<file path="src/rtl/dllc_pkg.sv">
// Package for the directory listing line checker.
// Holds parse position codes, verdict codes, character constants and
// character-class helpers. No dependencies.
package dllc_pkg;

    // Parse position codes
    localparam logic [4:0] POS_TYPE      = 5'd0;
    localparam logic [4:0] POS_PERM0     = 5'd1;
    localparam logic [4:0] POS_PERM1     = 5'd2;
    localparam logic [4:0] POS_PERM2     = 5'd3;
    localparam logic [4:0] POS_PERM3     = 5'd4;
    localparam logic [4:0] POS_PERM4     = 5'd5;
    localparam logic [4:0] POS_PERM5     = 5'd6;
    localparam logic [4:0] POS_PERM6     = 5'd7;
    localparam logic [4:0] POS_PERM7     = 5'd8;
    localparam logic [4:0] POS_PERM8     = 5'd9;
    localparam logic [4:0] POS_BLANK1    = 5'd10;
    localparam logic [4:0] POS_BLANKS1   = 5'd11;
    localparam logic [4:0] POS_AFTERZERO = 5'd12;
    localparam logic [4:0] POS_DIGITS    = 5'd13;
    localparam logic [4:0] POS_BLANKS2   = 5'd14;
    localparam logic [4:0] POS_NAME      = 5'd15;
    localparam logic [4:0] POS_EOL       = 5'd16;

    // Verdict codes
    localparam logic [1:0] V_OK    = 2'd0;
    localparam logic [1:0] V_MATCH = 2'd1;
    localparam logic [1:0] V_REJ   = 2'd2;

    // Characters
    localparam logic [7:0] CH_D_LO   = 8'h64; // 'd'
    localparam logic [7:0] CH_D_UP   = 8'h44; // 'D'
    localparam logic [7:0] CH_B      = 8'h62; // 'b'
    localparam logic [7:0] CH_C      = 8'h63; // 'c'
    localparam logic [7:0] CH_P      = 8'h70; // 'p'
    localparam logic [7:0] CH_S      = 8'h73; // 's'
    localparam logic [7:0] CH_DASH   = 8'h2d; // '-'
    localparam logic [7:0] CH_R      = 8'h72; // 'r'
    localparam logic [7:0] CH_W      = 8'h77; // 'w'
    localparam logic [7:0] CH_X      = 8'h78; // 'x'
    localparam logic [7:0] CH_STAR   = 8'h2a; // '*'
    localparam logic [7:0] CH_SLASH  = 8'h2f; // '/'
    localparam logic [7:0] CH_NL     = 8'h0a; // newline
    localparam logic [7:0] CH_SPACE  = 8'h20;
    localparam logic [7:0] CH_TAB    = 8'h09;
    localparam logic [7:0] CH_ZERO   = 8'h30;
    localparam logic [7:0] CH_NINE   = 8'h39;
    localparam logic [7:0] CH_A_UP   = 8'h41;
    localparam logic [7:0] CH_Z_UP   = 8'h5a;
    localparam logic [7:0] CH_A_LO   = 8'h61;
    localparam logic [7:0] CH_Z_LO   = 8'h7a;
    localparam logic [7:0] CH_DOT    = 8'h2e;
    localparam logic [7:0] CH_UNDER  = 8'h5f;

    // Result of one parse step
    typedef struct packed {
        logic [4:0] next_pos;
        logic [1:0] verdict;
    } step_t;

    function automatic logic is_blank(input logic [7:0] c);
        return (c == CH_SPACE) || (c == CH_TAB);
    endfunction

    function automatic logic is_digit(input logic [7:0] c);
        return (c >= CH_ZERO) && (c <= CH_NINE);
    endfunction

    function automatic logic is_name_start(input logic [7:0] c);
        return ((c >= CH_A_UP) && (c <= CH_Z_UP)) ||
               ((c >= CH_A_LO) && (c <= CH_Z_LO)) ||
               (c == CH_DOT) || (c == CH_UNDER);
    endfunction

endpackage

</file>
<file path="src/rtl/dllc_step.sv">
// Combinational parse step of the directory listing line checker.
// Maps the current parse position and one character to the next position
// and a verdict. Depends on dllc_pkg.
module dllc_step (
    input  logic [4:0]     pos,
    input  logic [7:0]     ch,
    output dllc_pkg::step_t step
);
    import dllc_pkg::*;

    logic [4:0] nxt;
    logic [1:0] vrd;
    logic       rej;
    logic [7:0] perm_letter;

    // Letter expected at each permission slot (rwx repeating)
    always_comb
    begin
        case (pos)
            POS_PERM0, POS_PERM3, POS_PERM6: perm_letter = CH_R;
            POS_PERM1, POS_PERM4, POS_PERM7: perm_letter = CH_W;
            default:                         perm_letter = CH_X;
        endcase
    end

    // Grammar transition
    always_comb
    begin
        nxt = POS_TYPE;
        vrd = V_OK;
        rej = 1'b0;
        unique case (pos) inside
            POS_TYPE:
            begin
                if (ch == CH_D_LO || ch == CH_D_UP || ch == CH_B || ch == CH_C ||
                    ch == CH_P || ch == CH_S || ch == CH_DASH)
                    nxt = POS_PERM0;
                else
                    rej = 1'b1;
            end
            [POS_PERM0:POS_PERM8]:
            begin
                if (ch == perm_letter || ch == CH_DASH)
                    nxt = pos + 5'd1;
                else
                    rej = 1'b1;
            end
            POS_BLANK1:
            begin
                if (is_blank(ch)) nxt = POS_BLANKS1;
                else              rej = 1'b1;
            end
            POS_BLANKS1:
            begin
                if (is_blank(ch))       nxt = POS_BLANKS1;
                else if (ch == CH_ZERO) nxt = POS_AFTERZERO;
                else if (is_digit(ch))  nxt = POS_DIGITS;
                else                    rej = 1'b1;
            end
            POS_AFTERZERO:
            begin
                if (is_blank(ch)) nxt = POS_BLANKS2;
                else              rej = 1'b1;
            end
            POS_DIGITS:
            begin
                if (is_blank(ch))      nxt = POS_BLANKS2;
                else if (is_digit(ch)) nxt = POS_DIGITS;
                else                   rej = 1'b1;
            end
            POS_BLANKS2:
            begin
                if (is_blank(ch))           nxt = POS_BLANKS2;
                else if (is_name_start(ch)) nxt = POS_NAME;
                else                        rej = 1'b1;
            end
            POS_NAME:
            begin
                if (is_name_start(ch) || is_digit(ch))  nxt = POS_NAME;
                else if (ch == CH_STAR || ch == CH_SLASH) nxt = POS_EOL;
                else if (ch == CH_NL)                   vrd = V_MATCH;
                else                                    rej = 1'b1;
            end
            POS_EOL:
            begin
                if (ch == CH_NL) vrd = V_MATCH;
                else             rej = 1'b1;
            end
            default: rej = 1'b1;
        endcase
        // Rejection restarts the line
        if (rej)
        begin
            vrd = V_REJ;
            nxt = POS_TYPE;
        end
    end

    assign step.next_pos = nxt;
    assign step.verdict  = vrd;

endmodule

</file>
<file path="config.mk">
export PLATFORM = sky130hd
export DESIGN_NAME = dllc_step
export DESIGN_NICKNAME = d
export VERILOG_FILES = /design/src/rtl/dllc_pkg.sv /design/src/rtl/dllc_step.sv
export SDC_FILE = /design/constraint.sdc
export NUM_CORES = 1
export LEC_CHECK = 0
export ABC_AREA = 1
export BUFFER_PORTS_ARGS = -buffer_cell sky130_fd_sc_hd__buf_2
export CORE_MARGIN = 5
export CORE_UTILIZATION = 50
export DETAILED_ROUTE_END_ITERATION = 10
export PLACE_DENSITY = 0.73
export SYNTH_ARGS = -nofsm -noshare
export SYNTH_HDL_FRONTEND = slang
export SYNTH_SLANG_ARGS = --single-unit
</file>
<file path="constraint.sdc">
create_clock -name vclk -period 1.5
set_input_delay 0.075 -clock vclk [all_inputs]
set_output_delay 0.075 -clock vclk [all_outputs]
set_load 0.05 [all_outputs]
</file>
==> qor.yml, run 1 <==
run_status:
  outcome: "aborted with a tool error"
  stop_stage: "global routing"
  tool_error: "[ERROR DPL-0038] Utilization greater than 100%, impossible to legalize"
yosys:
  synth.most_common_cell: "sky130_fd_sc_hd__nand2_1"
  yosys-top-cells-count: "84 x sky130_fd_sc_hd__nand2_1, 64 x sky130_fd_sc_hd__nor2_1, 31 x sky130_fd_sc_hd__inv_1"
  area_fraction_of_the_dominant_cell_type_after_synthesis_pct: 30.1
  distinct_cell_type_count_of_the_synthesized_netlist: 19
  synth_simple_gate_area_share_pct: 71.7
  yosys.area_share.adder_pct: 5.97
  synth.net_count: 258
  syn_inst: 240
  synth.avg_cell_area_um2: 4.37
  main_combinational_cell_family_by_area_after_synthesis: "simple AND/OR/NAND/NOR gates"
  yosys_warning_total: 0
  synth.area.mux_share_pct: 0
  yosys-top-cells-area: "sky130_fd_sc_hd__nand2_1 30%, sky130_fd_sc_hd__nor2_1 23%, sky130_fd_sc_hd__inv_1 11%"
  library_cell_occupying_the_most_area_in_the_post_synthesis_netlist: "sky130_fd_sc_hd__nand2_1"
  post_synth_xor_area_fraction_pct: 0
  synth_sequential_area_ratio_pct: 0
  synth_compound_area_share_pct: 9.07
  synth_area_mm2: 0.00105
place:
  portBuffers: 20
  dpl.hpwl_um: 2810
  gp_routability_congestion: 0.925
  placed_area_mm2: 0.00160
floorplanning:
  die-height_um: 55.8
  ios: 20
  placement_rows: 16
  initial_utilization_pct: 52.9
  die_width_um: 55.8
sta:
  worst_endpoint_kind: "primary output"
  worstEndpointGrtRepair: "step[4]"
grt:
  grt_max_degree: 7
cells by family after synthesis:
group,Yosys count
AOI/OAI and AO/OA,18
buffers and inverters,36
adders and majority gates,5
and+or+nand+nor,181
timing repair:
action | CTS
resized for setup | 42
setup buffers | 5
endpoints found under the setup margin | 7
pin swaps | 25
gates cloned | 0
hold buffers | 0
metrics by stage:
stage | cells | setup WS (ns) | TNS, ns
2_1_floorplan | 240 | -0.00534 | -0.00534
3_3_place_gp | 330 | -0.353 | -2.35
3_5_place_dp | 330 | -0.442 | -2.88
4_1_cts | 335 | -0.208 | -1.26
==> inputs of run 2 (changes only) <==
--- a/config.mk
+++ b/config.mk
@@ -7,10 +7,10 @@
 export LEC_CHECK = 0
 export ABC_AREA = 1
 export BUFFER_PORTS_ARGS = -buffer_cell sky130_fd_sc_hd__buf_2
-export CORE_MARGIN = 5
-export CORE_UTILIZATION = 50
+export CORE_AREA = 5 5 66 68
 export DETAILED_ROUTE_END_ITERATION = 10
-export PLACE_DENSITY = 0.73
+export DIE_AREA = 0 0 71 73
+export PLACE_DENSITY_LB_ADDON = 0.15
 export SYNTH_ARGS = -nofsm -noshare
 export SYNTH_HDL_FRONTEND = slang
 export SYNTH_SLANG_ARGS = --single-unit
==> run 2 against run 1 <==
Area after synthesis did not move. Synthesized cell count did not move. The flow now finishes, with violations (setup timing).
==> qor.yml, run 2 <==
power:
  proportion_of_power_drawn_by_combinational_gates_pct: 100.0
  sw_frac_of_total_pct: 57.8
  leakagePower_nw: 1.03
  net-switching-power_mw: 0.242
  power.density_mw_per_mm2: 207
  intPower_mw: 0.177
  vdd.ir_drop.worst_mv: 0.119
  power.sequential.fraction_pct: 0
  power.share.clock_pct: 0
final_layout:
  final.fill_count: 424
  leading_cell_type_in_the_layout_fill_and_taps_excluded: "sky130_fd_sc_hd__nand2_1"
  register_area_um2: 0
  final_design_area_no_fill_mm2: 0.00203
  post_route_non_filler_standard_cell_count: 363
  area.growth.synth_to_final_pct: 93.6
  fin_nets: 333
  nFlopsAndLatches: 0
  nClkBuffers: 0
  n_antenna_cell: 0
  most-common-layout-cells: "56 x sky130_fd_sc_hd__nand2_1, 53 x sky130_fd_sc_hd__buf_4, 33 x sky130_fd_sc_hd__nor2_1"
  final_core_util_pct: 53.4
  drive_above_1_share_pct: 51.8
yosys:
  synth_compound_area_share_pct: 9.07
  synth.net_count: 258
  yosys-top-cells-count: "84 x sky130_fd_sc_hd__nand2_1, 64 x sky130_fd_sc_hd__nor2_1, 31 x sky130_fd_sc_hd__inv_1"
  synth.most_common_cell: "sky130_fd_sc_hd__nand2_1"
  yosys.area_share.adder_pct: 5.97
  synth.avg_cell_area_um2: 4.37
  synth_sequential_area_ratio_pct: 0
  distinct_cell_type_count_of_the_synthesized_netlist: 19
  syn_inst: 240
  yosys-top-cells-area: "sky130_fd_sc_hd__nand2_1 30%, sky130_fd_sc_hd__nor2_1 23%, sky130_fd_sc_hd__inv_1 11%"
  synth_simple_gate_area_share_pct: 71.7
  main_combinational_cell_family_by_area_after_synthesis: "simple AND/OR/NAND/NOR gates"
  yosys_warning_total: 0
  library_cell_occupying_the_most_area_in_the_post_synthesis_netlist: "sky130_fd_sc_hd__nand2_1"
  synth_area_mm2: 0.00105
  area_fraction_of_the_dominant_cell_type_after_synthesis_pct: 30.1
  synth.area.mux_share_pct: 0
  post_synth_xor_area_fraction_pct: 0
place:
  gp_routability_congestion: 0.852
  dpl_worst_slack_ns: -0.439
  post-place-cells: 356
  portBuffers: 20
  placed_area_mm2: 0.00165
  dpl.hpwl_um: 2990
floorplanning:
  core_mm2: 0.00380
  ios: 20
  initial_utilization_pct: 27.6
  die-height_um: 73
  placement_rows: 23
  floorplan.die_area_mm2: 0.00518
  die_width_um: 71
grt:
  globalRouteTotalUtil_pct: 13.7
  gr-total-overflow: 0
  grt_antenna_before_repair: 0
  number_of_global_route_vias_before_repair: 1539
  global_route_wire_length_before_repair_um: 6040
  grt_max_degree: 7
sta:
  hold_violations: 0
  final_critical_path_setup_slack_ns: -0.255
  setup_viol: 7
  min_period_ns: 1.76
  slew-limit-headroom_pct: 83.1
  worst_pin_slew_ns: 0.250
  fin_crit_sh_pct: 117
  max_freq_mhz: 570
  timing.hold.ws_ns: 0.802
  slew_viol_final: 0
  grt_setup_unrepaired: "yes"
detailed_routing:
  drt_iter0_drc: 63
  routedWlPerCell_um: 10.4
  routed_wirelength_um: 3780
  route.detailed.vias_per_inst: 4.58
  post-route-drc-count: 0
  num_vias: 1664
  drt-pass1-iter-count: 4
  detail-route-antenna-nets: 0
run:
  maxCapViolCount: 0
setup_path:
  crit_chain: "buf_12 > ha_1 > nand2_2 > nand2_1 > a21oi_1 > nand2_2 > o21ai_1 > nand2_1 > nand2_2 > nand2_2 > nand2_2 > nor2_4 > nor2_4 > buf_8"
  timing.setup.critical_path_class: "input pin to output port"
  timing.critical_path.fanout_max: 5
  worst-endpoint-arrival_ns: 1.68
  worst_path_max_delay_cell: "sky130_fd_sc_hd__ha_1"
  critical_path_required_ns: 1.42
  slowest_delay_ns: 0.22
  critPathCaptureType: "output port"
  timing.critical_path.mode_cell: "sky130_fd_sc_hd__nand2_2"
  sort_of_element_at_the_start_of_the_critical_path: "input pin"
worst_hold_path:
  holdCritPathClass: "input pin to output port"
run_status:
  outcome: "complete, but fails checks"
  failed_checks: "setup timing"
clocking:
  post_cts_hold_buffer_count: 0
-- run 2: layout make-up --
class	instances	area (µm²)	area share (%)
repair buffers	74	604	29.8
well taps	50	62.6	3.08
multi-input cells	204	1210	59.8
inverters	35	149	7.34
-- run 2: critical path: cells and delay by family --
family                     cells  cell delay, ns
AOI/OAI and AO/OA              2            0.33
and+or+nand+nor                9            0.79
buffers and inverters          2            0.26
adders and majority gates      1            0.22
-- run 2: cells by family (layout without fill, tap and decap cells) --
| logic type | count (synthesis) | in the layout |
|---|---|---|
| buffers and inverters | 36 | 109 |
| AO/OA/AOI/OAI | 18 | 18 |
| adder cells (fa/ha/maj) | 5 | 5 |
| AND/OR/NAND/NOR | 181 | 181 |
-- run 2: power groups by stage --
stage	clock, mW	sequential [mW]	combinational, mW
floorplan	0	0	0.194
global placement	0	0	0.337
detailed placement	0	0	0.335
CTS	0	0	0.386
global route	0	0	0.457
finish	0	0	0.419
-- run 2: worst paths after layout --
check / start / endpoint / slack, ns / depth (start not counted)
worst max-delay path: pos[0] / step[5] / -0.26 / 14
worst min-delay path: pos[0] / step[2] / 0.80 / 8
-- run 2: routing by layer --
metal | global-route usage [%] | vias to the layer above | wire, µm
li1 | - | 888 | -
met1 | 17.3 | 753 | 1710
met2 | 26.2 | 19 | 1970
met3 | 0.138 | 4 | 56
met4 | 2.30 | 0 | 34
met5 | 0 | - | 0
-- run 2: timing repair --
item                       4_1_cts  5_1_grt
resized for setup               65       46
setup buffers                    6        1
pin swaps                       36       28
setup endpoints to repair        7        7
-- run 2: per-stage QoR --
step / power, mW / setup TNS (ns)
after floorplan: 0.194 / -0.00534
after global placement: 0.337 / -2.83
after detailed placement: 0.335 / -2.82
after CTS: 0.386 / -0.896
after global routing: 0.457 / -2.12
final: 0.419 / -1.46
No activity file was read; power rests on OpenSTA's default activity.
